**config.mk**
```make
export PLATFORM = sky130hd
export DESIGN_NAME = partial_convolution_q7_core
export DESIGN_NICKNAME = d
export VERILOG_FILES = /design/src/design/pconv_q7_pkg.sv /design/src/design/pconv_q7_ram.sv /design/src/design/pconv_q7_mac.sv /design/src/design/partial_convolution_q7_core.sv
export SDC_FILE = /design/constraint.sdc
export NUM_CORES = 2
export LEC_CHECK = 0
export BUFFER_PORTS_ARGS = -buffer_cell sky130_fd_sc_hd__buf_4
export CAP_MARGIN = 20
export CORE_MARGIN = 2
export CORE_UTILIZATION = 58
export CTS_CLUSTER_SIZE = 28
export DETAILED_ROUTE_END_ITERATION = 8
export GPL_TIMING_DRIVEN = 0
export PLACE_DENSITY = 0.74
export SLEW_MARGIN = 10
export SYNTH_ARGS = -nofsm -noshare
export SYNTH_HDL_FRONTEND = slang
export SYNTH_SLANG_ARGS = --single-unit
```
**constraint.sdc**
```tcl
create_clock -name clk -period 10.6 [get_ports clk]
set_clock_uncertainty 0.05 [all_clocks]
set_input_delay 0.53 -clock clk [delete_from_list [all_inputs] [get_ports clk]]
set_output_delay 0.53 -clock clk [all_outputs]
set_load 0.1 [all_outputs]
```
**src/design/pconv_q7_pkg.sv**
```systemverilog
`default_nettype none

package pconv_q7_pkg;

  localparam int MAX_LEN_DEF = 256;

  // field widths
  localparam int OP_W     = 2;
  localparam int IDX_W    = 8;
  localparam int SMP_W    = 8;
  localparam int LEN_W    = 9;
  localparam int PT_W     = 10;
  localparam int CFG_AW   = 2;
  localparam int CFG_DW   = 9;
  localparam int PROD_W   = 2 * SMP_W;
  // at most 511 products of 16 bits each
  localparam int ACC_W    = PROD_W + 10;

  localparam int Q7_MAX   = 127;
  localparam int Q7_MIN   = -128;
  localparam int Q7_SHIFT = 7;

  // item opcodes
  localparam logic [OP_W-1:0] OP_WR_A    = 2'd0;
  localparam logic [OP_W-1:0] OP_WR_B    = 2'd1;
  localparam logic [OP_W-1:0] OP_COMPUTE = 2'd2;

  // register indexes
  localparam logic [CFG_AW-1:0] REG_LEN_A       = 2'd0;
  localparam logic [CFG_AW-1:0] REG_LEN_B       = 2'd1;
  localparam logic [CFG_AW-1:0] REG_FIRST_POINT = 2'd2;
  localparam logic [CFG_AW-1:0] REG_POINT_COUNT = 2'd3;

  typedef struct packed {
    logic clear;
    logic valid;
    logic last;
  } mac_ctl_t;

endpackage

`default_nettype wire

```
**src/design/pconv_q7_ram.sv**
```systemverilog
`default_nettype none

module pconv_q7_ram #(
  parameter int WIDTH = 8,
  parameter int DEPTH = 256
) (
  input  logic                                     clk,
  input  logic                                     we,
  input  logic [(DEPTH > 1 ? $clog2(DEPTH) : 1)-1:0] waddr,
  input  logic [WIDTH-1:0]                         wdata,
  input  logic [(DEPTH > 1 ? $clog2(DEPTH) : 1)-1:0] raddr,
  output logic [WIDTH-1:0]                         rdata
);

  logic [WIDTH-1:0] mem [DEPTH];

  always_ff @(posedge clk) begin
    if (we) begin
      mem[waddr] <= wdata;
    end
    rdata <= mem[raddr];
  end

endmodule

`default_nettype wire

```
**src/design/pconv_q7_mac.sv**
```systemverilog
`default_nettype none

module pconv_q7_mac (
  input  logic                                  clk,
  input  logic                                  rst,
  input  pconv_q7_pkg::mac_ctl_t                ctl,
  input  logic [pconv_q7_pkg::SMP_W-1:0]        a_raw,
  input  logic [pconv_q7_pkg::SMP_W-1:0]        b_raw,
  output logic                                  done,
  output logic signed [pconv_q7_pkg::SMP_W-1:0] sat
);

  localparam int ACC_W = pconv_q7_pkg::ACC_W;
  localparam logic signed [ACC_W-1:0] HI = ACC_W'(pconv_q7_pkg::Q7_MAX);
  localparam logic signed [ACC_W-1:0] LO = ACC_W'(pconv_q7_pkg::Q7_MIN);

  logic                                       s1_valid;
  logic                                       s1_last;
  logic                                       s2_valid;
  logic                                       s2_last;
  logic signed [pconv_q7_pkg::PROD_W-1:0]     prod;
  logic signed [ACC_W-1:0]                    acc;
  logic signed [ACC_W-1:0]                    sh;

  // s1 lines up with the memory read data, s2 with the product
  always_ff @(posedge clk) begin
    if (rst) begin
      s1_valid <= 1'b0;
      s1_last  <= 1'b0;
      s2_valid <= 1'b0;
      s2_last  <= 1'b0;
      done     <= 1'b0;
    end else begin
      s1_valid <= ctl.valid;
      s1_last  <= ctl.last;
      s2_valid <= s1_valid;
      s2_last  <= s1_last;
      done     <= s2_valid && s2_last && !ctl.clear;
    end
  end

  always_ff @(posedge clk) begin
    prod <= $signed(a_raw) * $signed(b_raw);
    if (ctl.clear) begin
      acc <= '0;
    end else if (s2_valid) begin
      acc <= acc + ACC_W'(prod);
    end
  end

  // arithmetic shift floors, then clamp to q7
  always_comb begin
    sh = acc >>> pconv_q7_pkg::Q7_SHIFT;
    if (sh > HI) begin
      sat = HI[pconv_q7_pkg::SMP_W-1:0];
    end else if (sh < LO) begin
      sat = LO[pconv_q7_pkg::SMP_W-1:0];
    end else begin
      sat = sh[pconv_q7_pkg::SMP_W-1:0];
    end
  end

endmodule

`default_nettype wire

```
**src/design/partial_convolution_q7_core.sv**
```systemverilog
// Partial linear convolution of two q7 sequences, saturated to q7.
// Input channel (in_valid/in_ready, op, index, sample): op write A or write B
// stores a sample at index into its memory and leaves the input ready; op compute
// produces the next output point of the run set by first_point/point_count.
// Output channel (out_valid/out_ready, value, last, range_error): one beat
// per compute item, none for writes or when point_count is zero.
// A compute item goes through prep and init, then reads its taps, where taps is
// the number of overlapping samples for that point, at most min(len_a, len_b).
// One tap is read per cycle from the single read port of each sample memory,
// then multiplied and accumulated in a three-stage pipeline; after the drain the
// result is loaded and the input reopens. A range error goes from prep straight
// to loading its result. Items are handled one at a time; writes are accepted
// only while no compute is running.
// The result sits in an output register: the next item is accepted while it
// waits, but a following compute holds before loading its result until the
// receiver takes the earlier beat.
// Configuration uses cfg_we/cfg_addr/cfg_wdata and must only change while
// the block is idle. Reset sets len_a and len_b to 1, first_point and
// point_count to 0 and the run position to 0; memories hold garbage until written.
`default_nettype none

module partial_convolution_q7_core #(
  parameter int MAX_LEN = pconv_q7_pkg::MAX_LEN_DEF
) (
  input  logic                                    clk,
  input  logic                                    rst,
  input  logic                                    cfg_we,
  input  logic [pconv_q7_pkg::CFG_AW-1:0]         cfg_addr,
  input  logic [pconv_q7_pkg::CFG_DW-1:0]         cfg_wdata,
  input  logic                                    in_valid,
  output logic                                    in_ready,
  input  logic [pconv_q7_pkg::OP_W-1:0]           op,
  input  logic [pconv_q7_pkg::IDX_W-1:0]          index,
  input  logic signed [pconv_q7_pkg::SMP_W-1:0]   sample,
  output logic                                    out_valid,
  input  logic                                    out_ready,
  output logic signed [pconv_q7_pkg::SMP_W-1:0]   value,
  output logic                                    last,
  output logic                                    range_error
);

  localparam int AW    = (MAX_LEN > 1) ? $clog2(MAX_LEN) : 1;
  localparam int LCAP  = (MAX_LEN > 511) ? 511 : MAX_LEN;
  localparam int LEN_W = pconv_q7_pkg::LEN_W;
  localparam int PT_W  = pconv_q7_pkg::PT_W;
  localparam int SMP_W = pconv_q7_pkg::SMP_W;

  typedef enum logic [5:0] {
    ST_IDLE  = 6'b000001,
    ST_PREP  = 6'b000010,
    ST_INIT  = 6'b000100,
    ST_RUN   = 6'b001000,
    ST_DRAIN = 6'b010000,
    ST_DONE  = 6'b100000
  } state_t;

  state_t                 state;
  state_t                 state_next;

  logic [LEN_W-1:0]       len_a;
  logic [LEN_W-1:0]       len_b;
  logic [LEN_W-1:0]       first_point;
  logic [LEN_W-1:0]       point_count;
  logic [LEN_W-1:0]       point_offset;

  logic [LEN_W-1:0]       la;
  logic [LEN_W-1:0]       lb;
  logic [PT_W-1:0]        full;
  logic [PT_W-1:0]        req_end;
  logic [LEN_W-1:0]       off_eff;
  logic                   pt_last;

  logic                   err;
  logic                   last_pt;
  logic [PT_W-1:0]        n;
  logic [PT_W-1:0]        m;
  logic [PT_W-1:0]        m_hi;
  logic [PT_W-1:0]        n_inc;
  logic [PT_W-1:0]        a_pos;

  logic                   in_fire;
  logic                   idx_ok;
  logic                   out_load;

  logic [AW-1:0]          waddr;
  logic [AW-1:0]          raddr_a;
  logic [AW-1:0]          raddr_b;
  logic [SMP_W-1:0]       rdata_a;
  logic [SMP_W-1:0]       rdata_b;

  pconv_q7_pkg::mac_ctl_t ctl;
  logic                   mac_done;
  logic signed [SMP_W-1:0] mac_sat;

  assign in_ready = (state == ST_IDLE);
  assign in_fire  = in_valid && in_ready;
  assign idx_ok   = (32'(index) < MAX_LEN);
  assign out_load = (state == ST_DONE) && (!out_valid || out_ready);

  always_ff @(posedge clk) begin
    if (rst) begin
      len_a       <= LEN_W'(1);
      len_b       <= LEN_W'(1);
      first_point <= '0;
      point_count <= '0;
    end else if (cfg_we) begin
      case (cfg_addr)
        pconv_q7_pkg::REG_LEN_A:       len_a       <= cfg_wdata;
        pconv_q7_pkg::REG_LEN_B:       len_b       <= cfg_wdata;
        pconv_q7_pkg::REG_FIRST_POINT: first_point <= cfg_wdata;
        pconv_q7_pkg::REG_POINT_COUNT: point_count <= cfg_wdata;
        default: ;
      endcase
    end
  end

  // lengths above the memory size act as the memory size
  always_comb begin
    la = (len_a > LEN_W'(LCAP)) ? LEN_W'(LCAP) : len_a;
    lb = (len_b > LEN_W'(LCAP)) ? LEN_W'(LCAP) : len_b;
    if (la == '0 || lb == '0) begin
      full = '0;
    end else begin
      full = {1'b0, la} + {1'b0, lb} - PT_W'(1);
    end
    req_end = {1'b0, first_point} + {1'b0, point_count};
    off_eff = (point_offset >= point_count) ? '0 : point_offset;
    pt_last = ({1'b0, off_eff} + PT_W'(1)) >= {1'b0, point_count};
    n_inc   = n + PT_W'(1);
    a_pos   = n - m;
  end

  always_comb begin
    state_next = state;
    case (state)
      ST_IDLE: begin
        if (in_fire && op == pconv_q7_pkg::OP_COMPUTE && point_count != '0) begin
          state_next = ST_PREP;
        end
      end
      ST_PREP:  state_next = (req_end > full) ? ST_DONE : ST_INIT;
      ST_INIT:  state_next = ST_RUN;
      ST_RUN:   state_next = (m == m_hi) ? ST_DRAIN : ST_RUN;
      ST_DRAIN: state_next = mac_done ? ST_DONE : ST_DRAIN;
      ST_DONE:  state_next = out_load ? ST_IDLE : ST_DONE;
      default:  state_next = ST_IDLE;
    endcase
  end

  always_ff @(posedge clk) begin
    if (rst) begin
      state        <= ST_IDLE;
      point_offset <= '0;
    end else begin
      state <= state_next;
      if (state == ST_PREP) begin
        if (req_end > full) begin
          point_offset <= '0;
        end else begin
          point_offset <= pt_last ? '0 : off_eff + LEN_W'(1);
        end
      end
    end
  end

  // per-point setup and the tap counter
  always_ff @(posedge clk) begin
    case (state)
      ST_PREP: begin
        err     <= (req_end > full);
        last_pt <= pt_last;
        n       <= {1'b0, first_point} + {1'b0, off_eff};
      end
      ST_INIT: begin
        // taps run from max(0, n-la+1) to min(lb-1, n)
        m    <= (n_inc > {1'b0, la}) ? n_inc - {1'b0, la} : '0;
        m_hi <= (n >= {1'b0, lb}) ? {1'b0, lb} - PT_W'(1) : n;
      end
      ST_RUN: begin
        m <= m + PT_W'(1);
      end
      default: ;
    endcase
  end

  always_ff @(posedge clk) begin
    if (rst) begin
      out_valid <= 1'b0;
    end else if (out_load) begin
      out_valid <= 1'b1;
    end else if (out_ready) begin
      out_valid <= 1'b0;
    end
  end

  always_ff @(posedge clk) begin
    if (out_load) begin
      value       <= err ? '0 : mac_sat;
      last        <= !err && last_pt;
      range_error <= err;
    end
  end

  // writes only happen in idle and read data is used only while running: no overlap
  assign waddr   = AW'(index);
  assign raddr_a = AW'(a_pos);
  assign raddr_b = AW'(m);

  always_comb begin
    ctl.clear = (state == ST_INIT);
    ctl.valid = (state == ST_RUN);
    ctl.last  = (state == ST_RUN) && (m == m_hi);
  end

  pconv_q7_ram #(
    .WIDTH(SMP_W),
    .DEPTH(MAX_LEN)
  ) u_ram_a (
    .clk  (clk),
    .we   (in_fire && op == pconv_q7_pkg::OP_WR_A && idx_ok),
    .waddr(waddr),
    .wdata(sample),
    .raddr(raddr_a),
    .rdata(rdata_a)
  );

  pconv_q7_ram #(
    .WIDTH(SMP_W),
    .DEPTH(MAX_LEN)
  ) u_ram_b (
    .clk  (clk),
    .we   (in_fire && op == pconv_q7_pkg::OP_WR_B && idx_ok),
    .waddr(waddr),
    .wdata(sample),
    .raddr(raddr_b),
    .rdata(rdata_b)
  );

  pconv_q7_mac u_mac (
    .clk  (clk),
    .rst  (rst),
    .ctl  (ctl),
    .a_raw(rdata_a),
    .b_raw(rdata_b),
    .done (mac_done),
    .sat  (mac_sat)
  );

endmodule

`default_nettype wire

```
======== Yosys cells after proc, flatten, opt, wreduce, memory -nomap -nowiden ========
Memories as Yosys holds them, arrays and structs flattened. A register that Yosys moved wholly into a read port is not among the register bits.
Index checks and enable logic that the tools add are counted.
storage, ports and cells
  logic and storage cells ................. 110
  input bits .............................. 34
  RAM bits ................................ 4,096
  memories kept ........................... 2
  bits in registers ....................... 141
memories
  name         words  width  read ports  clocked after memory_dff  write ports  line                RTL
  u_ram_a.mem  256    8      1           1                         1            pconv_q7_ram.sv:15  logic [WIDTH-1:0] mem [DEPTH];
  u_ram_b.mem  256    8      1           1                         1            pconv_q7_ram.sv:15
cells by class
  equality and inequality tests ........... 13
  add/subtract/negate cells ............... 12
  multiply operators ...................... 1
  reductions and logical operators ........ 27
  order comparisons ....................... 9
  mux-type cells .......................... 23
operators by type and width
  operator               count
  $mux 9                 5
  $pmux 6 s6             1
  $add 9x9->10           3
  $mux 10                3
  $add 26x16->26         1
  $mux 6                 4
  $add 10x1->10 const B  2
  $ge 10x9->1            2
  $pmux 10 s2            1
  $gt 19x8->1 const B    1
  $lt 19x8->1 const B    1
  $gt 9x9->1 const B     2
  $logic_not 9->1        2
  $mul 8x8->16           1
  $add 9x1->10 const B   1
  $eq 10x10->1           1
  $gt 10x10->1           1
  $gt 10x9->1            1
  $logic_and 1x1->1      10
  $sub 10x1->10 const B  1
  $sub 10x9->10          1
  $sub 9x1->10 const B   1
  $add 9x1->9 const B    1
  $ge 9x9->1             1
  21 further kinds       37

======== Depth between registers and ports, before layout ========
  depth after elaboration ................. 8
  mapped depth ............................ 27
  gate-level depth less buffers ........... 26

======== By module ========
A second synthesis with hierarchy kept.
second synthesis, totals
  cells, all modules ...................... 8,881
  area total of the unflattened synthesis .. 171,647.1 um^2
modules (own cells, without submodules)
  module                       times used  cells each  area an instance (um^2)  sequential area each (um^2)
  pconv_q7_ram                 2           3,733       79,556.3                 61,659.1
  partial_convolution_q7_core  1           792         7,138.1                  2,302.2
  pconv_q7_mac                 1           623         5,396.4                  940.9

======== Worst setup path after synthesis ========
OpenSTA, ideal clock, no wires.
  path kind ............................... flip-flop to flip-flop
  from .................................... register m[1]
  to ...................................... register u_ram_a.rdata[0], read port of u_ram_a.mem
  arrival ................................. 4.779 ns
  required time ........................... 10.432 ns
  slack ................................... 5.652 ns
  period minus slack after synthesis ...... 4.948 ns
  buffers on the path ..................... 10
  stages on the path, launching flop included .. 18
  cells stage by stage .................... edfxtp_1 clkbuf_1 buf_2 buf_2 buf_2 buf_1 inv_1 fa_1 buf_2 clkbuf_1 buf_2 clkbuf_1 clkbuf_1 mux4_2 mux4_2 mux2_2 o22ai_1 nor3_1
between the ends
  longest elaborated chain between the ends .. 1
RTL lines
  element                 line                                RTL
  from (decl)             partial_convolution_q7_core.sv:76   logic [PT_W-1:0] m;
  from (signal assigned)  partial_convolution_q7_core.sv:176  m <= (n_inc > {1'b0, la}) ? n_inc - {1'b0, la} : '0;
  from (signal assigned)  partial_convolution_q7_core.sv:180  m <= m + PT_W'(1);
  $sub 8x8->8             partial_convolution_q7_core.sv:130  a_pos = n - m;
  to (decl)               pconv_q7_ram.sv:12                  output logic [WIDTH-1:0] rdata
No other way between the ends.
A chain may end at the register's enable or synchronous reset.

======== Final worst setup path ========
Ends and elaborated chain as after synthesis.

==> results_dict.tcl <==
set metrics [dict create \
    min_to "u_ram_a.mem[228][1]$_DFFE_PP_" \
    synth_area_leader_cell "edfxtp_1" \
    layout-drive-gt1-share 0.252 \
    hold_path_class "in -> reg" \
    min_period_over_period 0.894 \
    fp.dieW_um 546 \
    fin_area_um2 191000 \
    start_kind "flip-flop" \
    syn_avg_cell_area_um2 21.3 \
    cts.sinks 4253 \
    postCtsSetupRepairBufs 0 \
    crit_slowest_cell "clkbuf_1" \
    status "finished, final reports clean" \
    cp-end-kind "flip-flop" \
    design.die.area_um2 298000 \
    root_buffer "clkbuf_16" \
    synth_fp_nets 8228 \
    ys_dominant_reg_cell "edfxtp_1" \
    cp_common_cell "buf_2" \
    r2r-start "m[1]$_DFFE_PP_" \
    leakage_uw 0.0601 \
    clockBufferDepth 4 \
    cts_inserted_buffers 410 \
    ys_async_sr_fraction 0 \
    syn2layout_area_growth_pct 12.0 \
    gp_congestion 0.906 \
    setup-tns-final_ns 0 \
    slew_violations 0 \
    clkSlewWorstSetupHoldPaths_ns 0.06 \
    pwr-share-comb 0.020 \
    cap_violations 0 \
    first_pass_iters 8 \
    total_power_uw 33800 \
    p_sw_frac 0.205 \
    syn_inst 7988 \
    ant_nets 0 \
    worstSetupPathType "reg -> reg" \
    synth.distinct_cells 65 \
    io_buffers 36 \
    routed_wirelength_um 454000 \
    hold_depth 1 \
    min-delay-start "sample[1]" \
    final_nets 8775 \
    worstSkewPairLatency_ns 0.96 \
    rows 198 \
    cts_tree "built" \
    max_stage_delay_ns 0.76 \
    placed_area_um2 177000 \
    htreeDepth 5 \
    boundaryPins 46 \
    path_delay_family "buffers and inverters" \
    grt_pass1_vias 86800 \
    slew_headroom 0.161 \
    finalCriticalPeriod_ns 9.48 \
    worst_slew_pin_slew_ns 1.26 \
    fmax_mhz 106 \
    fp.coreArea_um2 292000 \
    clkPwrFrac 0.433 \
    p_sw_uw 6930 \
    route.detailed.drc 0 \
    antenna_found_initial 40 \
    p_per_area_nw_per_um2 177 \
    rr_endpoint "u_ram_a.rdata[0]$_DFF_P_" \
    track_usage 0.304 \
    grt_setup_unrepaired "false" \
    ys_ff_latch 4253 \
    cp.required_ns 11.30 \
    yosysMostFrequentCell "edfxtp_1" \
    ir_drop_mv 0.152 \
    p_int_uw 26900 \
    grt_start_max_net_pins 171 \
    seqPwrFrac 0.546 \
    die_h_um 546 \
    start_util 0.584 \
    synth_edf_count 4138 \
    dp_hpwl_um 292000 \
    drt_iter0_drc 14200 \
    rrSetupSlack_ns 1.12 \
    worst-path-buf-inv 11 \
    syn_area_um2 170000 \
    ff2ff_path_depth 17 \
    grt_pass1_wl_um 641000 \
    yosysWarnings 0 \
    grt-ovfl-total 0 \
    via_count 87700 \
    hold_violations 0 \
    crit_path_cell_trace "clkbuf_1 > buf_2 > buf_2 > buf_2 > buf_1 > inv_1 > fa_1 > buf_2 > clkbuf_1 > buf_2 > clkbuf_1 > clkbuf_1 > mux4_2 > mux4_2 > mux2_2 > o22ai_1 > nor3_1" \
    yosysSeqAreaShare 0.743 \
    wire_per_inst_um 35.5 \
    netlist.area_leader.share 0.730 \
    setup_viol 0 \
    synth_common_cells "edfxtp_1, mux4_2, nor2_1" \
    synth_area_leaders "edfxtp_1, mux4_2, nor2_1, dfxtp_1, ha_1" \
    arrival_ns 10.18 \
    viasPerCell 6.85 \
    critPathMaxFanout 10 \
]
==> through the flow <==
step / setup WS [ns] / cells / hold WS, ns / util
finish: 1.12 / 12800 / 0.0397 / 0.654
global route: 1.16 / 12800 / 0.0524 / 0.654
CTS: 1.35 / 12800 / 0.0129 / 0.654
detailed placement: 1.41 / 12000 / 0.368 / 0.607
global placement: 1.39 / 11900 / 0.365 / 0.602
floorplan: 5.65 / 7988 / 0.359 / -
==> worst reg2reg max path, stage by stage (launching register included) <==
cell and delay (ns):
edfxtp_1 0.58, clkbuf_1 0.59, buf_2 0.46, buf_2 0.57, buf_2 0.50, buf_1 0.57, inv_1 0.18, fa_1 0.62
buf_2 0.38, clkbuf_1 0.67, buf_2 0.56, clkbuf_1 0.56, clkbuf_1 0.76, mux4_2 0.42, mux4_2 0.47, mux2_2 0.35
o22ai_1 0.67, nor3_1 0.30
==> cell type report <==
type | instances | area [um2]
well taps | 3900 | 4880
clock inverters | 263 | 2700
inverters | 150 | 563
fillers | 18200 | 101000
diodes | 15 | 37.5
plain buffers | 419 | 1820
repair buffers | 135 | 2080
clock buffers | 492 | 10700
flip-flops and latches | 4253 | 127000
multi-input cells | 3166 | 41400
==> power groups by stage <==
stage	logic (uW)	clock network, uW	registers (uW)
after CTS	679	14700	18500
after global placement	588	0	18900
after global routing	741	15300	18500
final	692	14700	18500
after floorplan	245	0	18800
after detailed placement	673	0	18800
==> routing by layer <==
layer	track usage	part of all wire
met5	0	0.00039
met4	0.118	0.045
met3	0.0950	0.14
met2	0.461	0.46
met1	0.418	0.36
==> logic make-up (layout without fill, tap and decap cells) <==
family / count (synthesis) / in the layout / synth area share
muxes: 1412 / 1412 / 0.179
other: 0 / 15 / 0
DFF: 4253 / 4253 / 0.743
xor gates and xnor gates: 107 / 107 / 0.00550
AOI/OAI and AO/OA: 287 / 287 / 0.0108
adders and majority gates: 208 / 208 / 0.0179
and+or+nand+nor: 1152 / 1152 / 0.0299
buffers and inverters: 569 / 1459 / 0.0137
==> timing repair <==
item	in CTS	in global routing
hold buffers	18	0
hold endpoints to repair	111	0
gates resized for setup	0	0
==> cell usage in the layout (no fill, tap or decap), drive strengths merged, types with 9 or more instances in the layout <==
master,count
mux2,39
xnor2,74
mux4,1302
nand4,33
nand3,74
nand3b,9
ha,145
a21oi,90
o22ai,31
and2,54
mux2i,71
nor4,22
buf,282
edfxtp,4138
clkinv,191
dlygate4sd3,18
a31oi,9
nand2,175
dfxtp,115
o21ai,41
or3,11
fa,61
inv,161
xor2,33
nor3,35
nor2,636
a21boi,9
diode,15
bufinv,43
a21o,29
nor2b,54
clkbuf,746
o21bai,16
nand2b,19
a2111oi,17
clkinvlp,18
==> sequential cells by signal, summed over array words and instances, names as in the netlist, 9 cells and up <==
signal and cells:
n 10, u_ram_b.mem 2048, m_hi 10, len_b 9
first_point 9, u_mac.prod 16, point_offset 9, u_ram_a.mem 2048
len_a 9, point_count 9, u_mac.acc 26, m 10
==> how the worst max path moves through the flow <==
stage,start,end,cells past startpoint
floorplan,m[1]$_DFFE_PP_,u_ram_a.rdata[0]$_DFF_P_,17
global placement,m[1]$_DFFE_PP_,u_ram_a.rdata[1]$_DFF_P_,17
detailed placement,m[1]$_DFFE_PP_,u_ram_a.rdata[3]$_DFF_P_,17
CTS,m[1]$_DFFE_PP_,u_ram_a.rdata[3]$_DFF_P_,17
global route,m[1]$_DFFE_PP_,u_ram_a.rdata[3]$_DFF_P_,17
finish,m[1]$_DFFE_PP_,u_ram_a.rdata[0]$_DFF_P_,17
No activity file was read; power rests on OpenSTA's default activity.
